`config.mk`:
```
export PLATFORM = sky130hd
export DESIGN_NAME = char_lcd_nibble_write_sequencer
export DESIGN_NICKNAME = d
export VERILOG_FILES = /design/src/rtl/core/lcdnw_pkg.sv /design/src/rtl/core/char_lcd_nibble_write_sequencer.sv /design/src/rtl/core/lcdnw_front.sv /design/src/rtl/core/lcdnw_queue.sv /design/src/rtl/core/lcdnw_back.sv
export SDC_FILE = /design/constraint.sdc
export NUM_CORES = 1
export LEC_CHECK = 0
export ABC_CLOCK_PERIOD_IN_PS = 4400
export BUFFER_PORTS_ARGS = -buffer_cell sky130_fd_sc_hd__buf_4
export CELL_PAD_IN_SITES_DETAIL_PLACEMENT = 1
export CELL_PAD_IN_SITES_GLOBAL_PLACEMENT = 1
export CORE_ASPECT_RATIO = 1.2
export CORE_MARGIN = 2
export CORE_UTILIZATION = 47
export CTS_CLUSTER_SIZE = 20
export DETAILED_ROUTE_END_ITERATION = 8
export PLACE_DENSITY = 0.86
export SYNTH_ARGS = -nofsm -noshare
export SYNTH_HDL_FRONTEND = slang
export SYNTH_HIERARCHICAL = 1
export SYNTH_SLANG_ARGS = --single-unit
```
`constraint.sdc`:
```
create_clock -name clk_i -period 4.4 [get_ports clk_i]
set_input_delay 0.44 -clock clk_i [delete_from_list [all_inputs] [get_ports clk_i]]
set_output_delay 0.44 -clock clk_i [all_outputs]
set_load 0.005 [all_outputs]
```
`src/rtl/core/lcdnw_pkg.sv`:
```
`default_nettype none

package lcdnw_pkg;

  // Request kinds
  typedef enum logic [1:0] {
    CMD_INIT  = 2'd0,
    CMD_DATA  = 2'd1,
    CMD_INSTR = 2'd2,
    CMD_GOTO  = 2'd3
  } cmd_e;

  // Configuration register indexes
  localparam int unsigned CFG_IDX_W = 1;
  localparam logic [CFG_IDX_W-1:0] CFG_LINE0_BASE = 1'b0;
  localparam logic [CFG_IDX_W-1:0] CFG_LINE1_BASE = 1'b1;
  localparam int unsigned CFG_DATA_W = 7;

  localparam logic [6:0] LINE0_BASE_RST = 7'd0;
  localparam logic [6:0] LINE1_BASE_RST = 7'd64;

  localparam int unsigned QUEUE_DEPTH = 2;

  // Timing in microseconds
  localparam logic [14:0] LEAD_POWER_US = 15'd20000;
  localparam logic [14:0] LEAD_NONE_US  = 15'd0;
  localparam logic [12:0] WAIT_PULSE_US = 13'd2;
  localparam logic [12:0] WAIT_SHORT_US = 13'd62;
  localparam logic [12:0] WAIT_LONG_US  = 13'd2002;
  localparam logic [12:0] WAIT_WAKE_US  = 13'd5002;
  localparam logic [12:0] WAIT_INIT_US  = 13'd1002;

  localparam logic [7:0] INSTR_CLEAR = 8'h01;
  localparam logic [7:0] INSTR_HOME  = 8'h02;
  localparam logic [7:0] INSTR_DDRAM = 8'h80;

  typedef struct packed {
    logic [1:0] cmd;
    logic [7:0] value;
    logic [6:0] column;
    logic       row;
  } req_t;

  typedef struct packed {
    logic        rs;
    logic [3:0]  nibble;
    logic [14:0] lead_us;
    logic [12:0] wait_us;
    logic        last;
  } rsp_t;

  // Classified job between front and back
  typedef struct packed {
    logic       is_init;
    logic       rs;
    logic [7:0] bval;
  } job_t;

  function automatic rsp_t mk_word(logic rs, logic [3:0] nib, logic [14:0] lead,
                                   logic [12:0] wt, logic last);
    rsp_t w;
    w.rs      = rs;
    w.nibble  = nib;
    w.lead_us = lead;
    w.wait_us = wt;
    w.last    = last;
    return w;
  endfunction

  // Power-on init run: wake-up nibbles, the 4-bit switch, then 0x28 0x08 0x01 0x06 0x0C
  function automatic rsp_t init_word(logic [3:0] step);
    rsp_t w;
    case (step)
      4'd0:    w = mk_word(1'b0, 4'h3, LEAD_POWER_US, WAIT_WAKE_US, 1'b0);
      4'd1:    w = mk_word(1'b0, 4'h3, LEAD_NONE_US, WAIT_INIT_US, 1'b0);
      4'd2:    w = mk_word(1'b0, 4'h3, LEAD_NONE_US, WAIT_INIT_US, 1'b0);
      4'd3:    w = mk_word(1'b0, 4'h2, LEAD_NONE_US, WAIT_INIT_US, 1'b0);
      4'd4:    w = mk_word(1'b0, 4'h2, LEAD_NONE_US, WAIT_PULSE_US, 1'b0);
      4'd5:    w = mk_word(1'b0, 4'h8, LEAD_NONE_US, WAIT_SHORT_US, 1'b0);
      4'd6:    w = mk_word(1'b0, 4'h0, LEAD_NONE_US, WAIT_PULSE_US, 1'b0);
      4'd7:    w = mk_word(1'b0, 4'h8, LEAD_NONE_US, WAIT_SHORT_US, 1'b0);
      4'd8:    w = mk_word(1'b0, 4'h0, LEAD_NONE_US, WAIT_PULSE_US, 1'b0);
      4'd9:    w = mk_word(1'b0, 4'h1, LEAD_NONE_US, WAIT_LONG_US, 1'b0);
      4'd10:   w = mk_word(1'b0, 4'h0, LEAD_NONE_US, WAIT_PULSE_US, 1'b0);
      4'd11:   w = mk_word(1'b0, 4'h6, LEAD_NONE_US, WAIT_SHORT_US, 1'b0);
      4'd12:   w = mk_word(1'b0, 4'h0, LEAD_NONE_US, WAIT_PULSE_US, 1'b0);
      default: w = mk_word(1'b0, 4'hC, LEAD_NONE_US, WAIT_SHORT_US, 1'b1);
    endcase
    return w;
  endfunction

endpackage

`default_nettype wire

```
`src/rtl/core/char_lcd_nibble_write_sequencer.sv`:
```
// Path: an accepted request waits in the job queue, then the back sequencer registers its
//   words in the output register driving out_data_o; a byte request is 2 words, init 14.
// Throughput: one word per cycle from the back sequencer, unless out_stall_i holds it; the
//   front takes a new request each cycle while the job queue has room.
// Reset: rst_ni is asynchronous, active low; it empties the queue and output register and
//   sets line0_base to 0 and line1_base to 64.
`default_nettype none

module char_lcd_nibble_write_sequencer
  import lcdnw_pkg::*;
#(
  parameter int unsigned QueueDepth = QUEUE_DEPTH
) (
  input  wire logic                  clk_i,
  input  wire logic                  rst_ni,
  input  wire logic                  in_valid_i,
  output logic                       in_stall_o,
  input  wire req_t                  in_data_i,
  output logic                       out_valid_o,
  input  wire logic                  out_stall_i,
  output rsp_t                       out_data_o,
  input  wire logic                  cfg_we_i,
  input  wire logic [CFG_IDX_W-1:0]  cfg_idx_i,
  input  wire logic [CFG_DATA_W-1:0] cfg_data_i
);

  job_t front_job;
  job_t head_job;
  logic q_full;
  logic q_valid;
  logic q_pop;
  logic q_push;

  // Front: hold the line bases, turn each request into a job (init run or one byte)
  lcdnw_front u_front (
    .clk_i      (clk_i),
    .rst_ni     (rst_ni),
    .cfg_we_i   (cfg_we_i),
    .cfg_idx_i  (cfg_idx_i),
    .cfg_data_i (cfg_data_i),
    .req_i      (in_data_i),
    .job_o      (front_job)
  );

  // Stall the requester only while the queue is full
  assign in_stall_o = q_full;
  assign q_push     = in_valid_i && !q_full;

  lcdnw_queue #(
    .Depth (QueueDepth)
  ) u_queue (
    .clk_i   (clk_i),
    .rst_ni  (rst_ni),
    .push_i  (q_push),
    .job_i   (front_job),
    .full_o  (q_full),
    .valid_o (q_valid),
    .pop_i   (q_pop),
    .job_o   (head_job)
  );

  // Back: one nibble word of the head job per unstalled cycle, dropped after its last word
  lcdnw_back u_back (
    .clk_i       (clk_i),
    .rst_ni      (rst_ni),
    .job_valid_i (q_valid),
    .job_i       (head_job),
    .pop_o       (q_pop),
    .out_valid_o (out_valid_o),
    .out_stall_i (out_stall_i),
    .out_data_o  (out_data_o)
  );

  // Only the first init word carries the power-on lead
  a_lead_first_init : assert property (@(posedge clk_i) disable iff (!rst_ni)
    out_valid_o && (out_data_o.lead_us != LEAD_NONE_US) |->
      out_data_o.nibble == 4'h3 && !out_data_o.rs && out_data_o.wait_us == WAIT_WAKE_US
      && !out_data_o.last)
    else $error("power-on lead on a word other than the first init write");

  // Data words never take the long instruction wait
  a_data_wait : assert property (@(posedge clk_i) disable iff (!rst_ni)
    out_valid_o && out_data_o.rs |->
      out_data_o.wait_us == WAIT_PULSE_US || out_data_o.wait_us == WAIT_SHORT_US)
    else $error("bad wait on a data word");

  // A queue pop only happens on the word that closes a run
  a_pop_on_last : assert property (@(posedge clk_i) disable iff (!rst_ni)
    q_pop |=> out_valid_o && out_data_o.last)
    else $error("job dropped before its last word");

  // A full queue stays full until a job is popped
  a_no_overflow : assert property (@(posedge clk_i) disable iff (!rst_ni)
    q_full && !q_pop |=> q_full)
    else $error("job queue lost an entry");

endmodule

`default_nettype wire

```
`src/rtl/core/lcdnw_front.sv`:
```
`default_nettype none

module lcdnw_front
  import lcdnw_pkg::*;
(
  input  wire logic                  clk_i,
  input  wire logic                  rst_ni,
  input  wire logic                  cfg_we_i,
  input  wire logic [CFG_IDX_W-1:0]  cfg_idx_i,
  input  wire logic [CFG_DATA_W-1:0] cfg_data_i,
  input  wire req_t                  req_i,
  output job_t                       job_o
);

  logic [6:0] line0_q;
  logic [6:0] line1_q;
  logic [6:0] base;
  logic [7:0] addr;

  always_ff @(posedge clk_i or negedge rst_ni) begin
    if (!rst_ni) begin
      line0_q <= LINE0_BASE_RST;
      line1_q <= LINE1_BASE_RST;
    end else if (cfg_we_i) begin
      case (cfg_idx_i)
        CFG_LINE0_BASE: line0_q <= cfg_data_i;
        CFG_LINE1_BASE: line1_q <= cfg_data_i;
        default: ;
      endcase
    end
  end

  // Cursor address: line base plus column in 8 bits (at most 254, so it never wraps)
  assign base = req_i.row ? line1_q : line0_q;
  assign addr = {1'b0, base} + {1'b0, req_i.column};

  always_comb begin
    job_o.is_init = 1'b0;
    job_o.rs      = 1'b0;
    job_o.bval    = req_i.value;
    case (cmd_e'(req_i.cmd))
      CMD_INIT:  job_o.is_init = 1'b1;
      CMD_DATA:  job_o.rs      = 1'b1;
      CMD_INSTR: job_o.rs      = 1'b0;
      CMD_GOTO:  job_o.bval    = INSTR_DDRAM | addr;
      default:   job_o.rs      = 1'b0;
    endcase
  end

endmodule

`default_nettype wire

```
`src/rtl/core/lcdnw_queue.sv`:
```
`default_nettype none

module lcdnw_queue
  import lcdnw_pkg::*;
#(
  parameter int unsigned Depth = QUEUE_DEPTH
) (
  input  wire logic clk_i,
  input  wire logic rst_ni,
  input  wire logic push_i,
  input  wire job_t job_i,
  output logic      full_o,
  output logic      valid_o,
  input  wire logic pop_i,
  output job_t      job_o
);

  localparam int unsigned PtrW = (Depth > 1) ? $clog2(Depth) : 1;
  localparam int unsigned CntW = $clog2(Depth + 1);

  job_t            mem_q [Depth];
  logic [PtrW-1:0] wr_ptr_q, wr_ptr_d;
  logic [PtrW-1:0] rd_ptr_q, rd_ptr_d;
  logic [CntW-1:0] cnt_q, cnt_d;

  function automatic logic [PtrW-1:0] ptr_inc(logic [PtrW-1:0] p);
    return (p == PtrW'(Depth - 1)) ? '0 : p + PtrW'(1);
  endfunction

  assign full_o  = (cnt_q == CntW'(Depth));
  assign valid_o = (cnt_q != '0);
  assign job_o   = mem_q[rd_ptr_q];

  always_comb begin
    wr_ptr_d = push_i ? ptr_inc(wr_ptr_q) : wr_ptr_q;
    rd_ptr_d = pop_i ? ptr_inc(rd_ptr_q) : rd_ptr_q;
    cnt_d    = cnt_q;
    if (push_i && !pop_i) begin
      cnt_d = cnt_q + CntW'(1);
    end else if (pop_i && !push_i) begin
      cnt_d = cnt_q - CntW'(1);
    end
  end

  always_ff @(posedge clk_i or negedge rst_ni) begin
    if (!rst_ni) begin
      wr_ptr_q <= '0;
      rd_ptr_q <= '0;
      cnt_q    <= '0;
    end else begin
      wr_ptr_q <= wr_ptr_d;
      rd_ptr_q <= rd_ptr_d;
      cnt_q    <= cnt_d;
    end
  end

  always_ff @(posedge clk_i) begin
    if (push_i) begin
      mem_q[wr_ptr_q] <= job_i;
    end
  end

endmodule

`default_nettype wire

```
`src/rtl/core/lcdnw_back.sv`:
```
`default_nettype none

module lcdnw_back
  import lcdnw_pkg::*;
(
  input  wire logic clk_i,
  input  wire logic rst_ni,
  input  wire logic job_valid_i,
  input  wire job_t job_i,
  output logic      pop_o,
  output logic      out_valid_o,
  input  wire logic out_stall_i,
  output rsp_t      out_data_o
);

  logic [3:0] step_q, step_d;
  logic       out_valid_q, out_valid_d;
  rsp_t       out_data_q, out_data_d;
  rsp_t       word;
  logic       long_wait;
  logic       advance;

  assign long_wait = !job_i.rs && (job_i.bval == INSTR_CLEAR || job_i.bval == INSTR_HOME);

  always_comb begin
    if (job_i.is_init) begin
      word = init_word(step_q);
    end else if (step_q == 4'd0) begin
      word = mk_word(job_i.rs, job_i.bval[7:4], LEAD_NONE_US, WAIT_PULSE_US, 1'b0);
    end else begin
      word = mk_word(job_i.rs, job_i.bval[3:0], LEAD_NONE_US,
                     long_wait ? WAIT_LONG_US : WAIT_SHORT_US, 1'b1);
    end
  end

  assign advance = !out_valid_q || !out_stall_i;

  always_comb begin
    step_d      = step_q;
    out_valid_d = out_valid_q;
    out_data_d  = out_data_q;
    pop_o       = 1'b0;
    if (advance) begin
      out_valid_d = job_valid_i;
      if (job_valid_i) begin
        out_data_d = word;
        if (word.last) begin
          step_d = '0;
          pop_o  = 1'b1;
        end else begin
          step_d = step_q + 4'd1;
        end
      end
    end
  end

  always_ff @(posedge clk_i or negedge rst_ni) begin
    if (!rst_ni) begin
      step_q      <= '0;
      out_valid_q <= 1'b0;
    end else begin
      step_q      <= step_d;
      out_valid_q <= out_valid_d;
    end
  end

  always_ff @(posedge clk_i) begin
    out_data_q <= out_data_d;
  end

  assign out_valid_o = out_valid_q;
  assign out_data_o  = out_data_q;

endmodule

`default_nettype wire

```
==> flow_summary.yaml <==
min_path:
  hold_path.class: "in -> reg"
  hp-start: "out_stall_i"
  min_to: "u_back/out_valid_o$_DFFE_PN0N_"
  hold_path_depth: 3
clock_network:
  cts-root-buf: "clkbuf_8"
  cts_buffers: 9
  cts_sinks: 57
  cts_tree: "done"
  cts.htree.levels: 3
  post_cts_resized: 0
  clock_latency_ns: 0.33
  clk_pin_slew_ns: 0.07
  cts.path.max_buffers: 2
drt:
  dr_total_vias: 2020
  drt-vias-per-instance: 5.17
  postRouteAntennaNets: 0
  firstDrtPassIters: 4
  finalWirelength_um: 6130
  drt_iter0_drc: 83
  wl_per_cell_um: 15.7
  drcViolationCount: 0
die:
  rows: 32
  die-area_um2: 7360
  initial_core_util_pct: 48.8
  die_x_um: 78.7
  dieHeight_um: 93.6
  core_area_um2: 6450
  pin_count: 67
timing:
  fin_crit_sh_pct: 62.4
  tightestPinTransition_ns: 0.916
  max_slew_margin_pct: 38.8
  fin_tns_setup_ns: 0
  min_period_ns: 2.75
  fmaxAchievable_ghz: 0.364
  rsz0062_at_grt: "false"
  slew_violations: 0
  skew_ns: 0.00822
  final_hold_viol_count: 0
  setup_viol: 0
global_routing:
  grt_pass1_wl_um: 9880
  grt_max_degree: 24
  track_usage_pct: 18.1
  grt_pass1_vias: 2134
  antenna_found_initial: 0
  grt_overflow_total: 0
worst_setup_path:
  cp-start-kind: "flop"
  worstPathArrival_ns: 3.00
  critical_path.slowest_cell: "dfrtp_1"
  r2r-start: "u_queue/rd_ptr_q$_DFFE_PN0P_"
  r2r-end: "u_queue/cnt_q[1]$_DFFE_PN0P_"
  cp_cell_sequence: "mux2_4 > o21bai_2 > a22oi_2 > and2_1 > inv_1 > ha_1 > xor2_1 > nor2_1 > xor2_1"
  worstPathRequired_ns: 4.65
  critPathMostFrequentCell: "xor2_1"
  endpoint_kind: "flop"
  path_buf_inv: 1
  crit_type: "reg -> reg"
  cpLargestDelayFamily: "flip-flops"
  ff2ff_setup_slack_ns: 1.65
  cpPeakStageDelay_ns: 0.72
  crit_fanout: 17
  reg2regPathDepth: 9
synthesis:
  synth_cells: 254
  yosys_warnings: 6
  synth_edf_count: 34
  ys.flop_type: "edfxtp_1"
  avgSynthCellArea_um2: 12.4
  ys_seq_elements: 57
  ys_types: 52
  async_reset_ff_share_pct: 40.4
  synth-seq-area-share_pct: 50.8
  synthesis.area_um2: 3140
placement:
  place.gp.congestion: 0.777
  dp_hpwl_um: 4870
  place.port_buffers: 53
cells_and_area:
  fill_cells: 682
  num_antenna_cells: 0
  final_common_cell: "buf_4"
  area_delta_synth_final_pct: 16.6
  drive_above_1_share_pct: 35.0
  fin_nets: 346
  most-common-layout-cells: "buf_4 (53), edfxtp_1 (34), mux2_2 (22), dfrtp_1 (22), nand2_1 (18)"
power_and_ir_drop:
  p_per_area_nw_per_um2: 615
  fin_total_pwr_mw: 2.26
  peakVddDrop_mv: 0.278
  leakage_nw: 1.57
status:
  status: "completed"
run:
  drv_cap: 0
[sequential cells by signal, indices dropped and copies added, names as in the netlist]
register and count:
u_back/out_data_o 14, u_back/out_valid_o 1, u_back/step_q 4, u_front/line0_q 7
u_front/line1_q 7, u_queue/cnt_q 2, u_queue/mem_q 20, u_queue/rd_ptr_q 1
u_queue/wr_ptr_q 1
[layout make-up]
cell class | instances | area, um2 | area share, %
timing repair buffer | 54 | 408 | 11.1
clock buffer | 10 | 128 | 3.48
tap | 85 | 106 | 2.90
inverter | 12 | 45.0 | 1.23
sequential | 57 | 1600 | 43.6
multi-input combinational | 167 | 1320 | 36.1
clock inverter | 6 | 58.8 | 1.60
[Yosys cell counts, types with 4 or more instances]
cell type	instances	area, um2
mux2i_1	5	50.1
xor2_1	6	52.6
nand2b_1	6	37.5
buf_4	21	158
mux2_2	22	248
nand2_1	18	67.6
inv_1	11	41.3
o21ai_0	12	60.1
nand3_1	6	30.0
mux2_4	9	135
ha_1	13	163
a21oi_1	5	25.0
xnor2_1	4	35.0
nor2b_1	6	37.5
nor2_1	4	15.0
dfrtp_1	22	551
edfxtp_1	34	1020
buf_6	4	45.0
[worst max-delay path by stage]
stage                                       startpoint                      endpoint  depth (start not counted)
after floorplan           u_queue/rd_ptr_q$_DFFE_PN0P_  u_queue/cnt_q[1]$_DFFE_PN0P_                         11
after global placement    u_queue/rd_ptr_q$_DFFE_PN0P_  u_queue/cnt_q[1]$_DFFE_PN0P_                          9
after detailed placement  u_queue/rd_ptr_q$_DFFE_PN0P_  u_queue/cnt_q[1]$_DFFE_PN0P_                          9
after CTS                 u_queue/rd_ptr_q$_DFFE_PN0P_  u_queue/cnt_q[1]$_DFFE_PN0P_                          9
after global routing      u_queue/rd_ptr_q$_DFFE_PN0P_  u_queue/cnt_q[1]$_DFFE_PN0P_                          9
final                     u_queue/rd_ptr_q$_DFFE_PN0P_  u_queue/cnt_q[1]$_DFFE_PN0P_                          9
[cell families after synthesis]
| kind of cell | after synthesis | synth area share [%] |
|---|---|---|
| buf+inv | 41 | 8.40 |
| xor+xnor | 10 | 2.79 |
| simple gates | 54 | 9.59 |
| flops | 57 | 50.8 |
| fa+ha+maj | 14 | 5.81 |
| compound gates | 40 | 8.60 |
| other cells | 2 | 0.239 |
| mux | 36 | 13.8 |
[worst min-delay path, stage by stage]
cell and delay (ns):
buf_4 0.08, nand2_1 0.05, nand2b_1 0.06
[what timing repair did]
action                    4_1_cts  5_1_grt
hold buffers                    1        0
buffers inserted                0        0
hold endpoints to repair       22        0
[routing by layer]
layer / share of wire, % / global-route usage [%]
met3: 4.1 / 5.31
met4: 1.5 / 7.16
met2: 58 / 35.2
met5: 0 / 0
met1: 36 / 17.5
[power breakdown]
group	leakage, nW	internal [mW]	switching [mW]
registers	0.597	0.794	0.126
logic	0.883	0.450	0.429
clock network	0.0897	0.257	0.200
total	1.57	1.50	0.756
[per-stage QoR]
step	setup slack, ns	instances	cell area [um2]	hold WS [ns]	utilization (%)
floorplan	2.13	265	3190	0.144	-
global placement	1.82	374	3470	0.347	53.8
detailed placement	1.67	374	3470	0.351	53.8
CTS	1.64	391	3670	0.323	56.9
global route	1.47	391	3670	0.333	56.9
finish	1.65	391	3670	0.339	56.9
No activity file was read; power rests on OpenSTA's default activity.
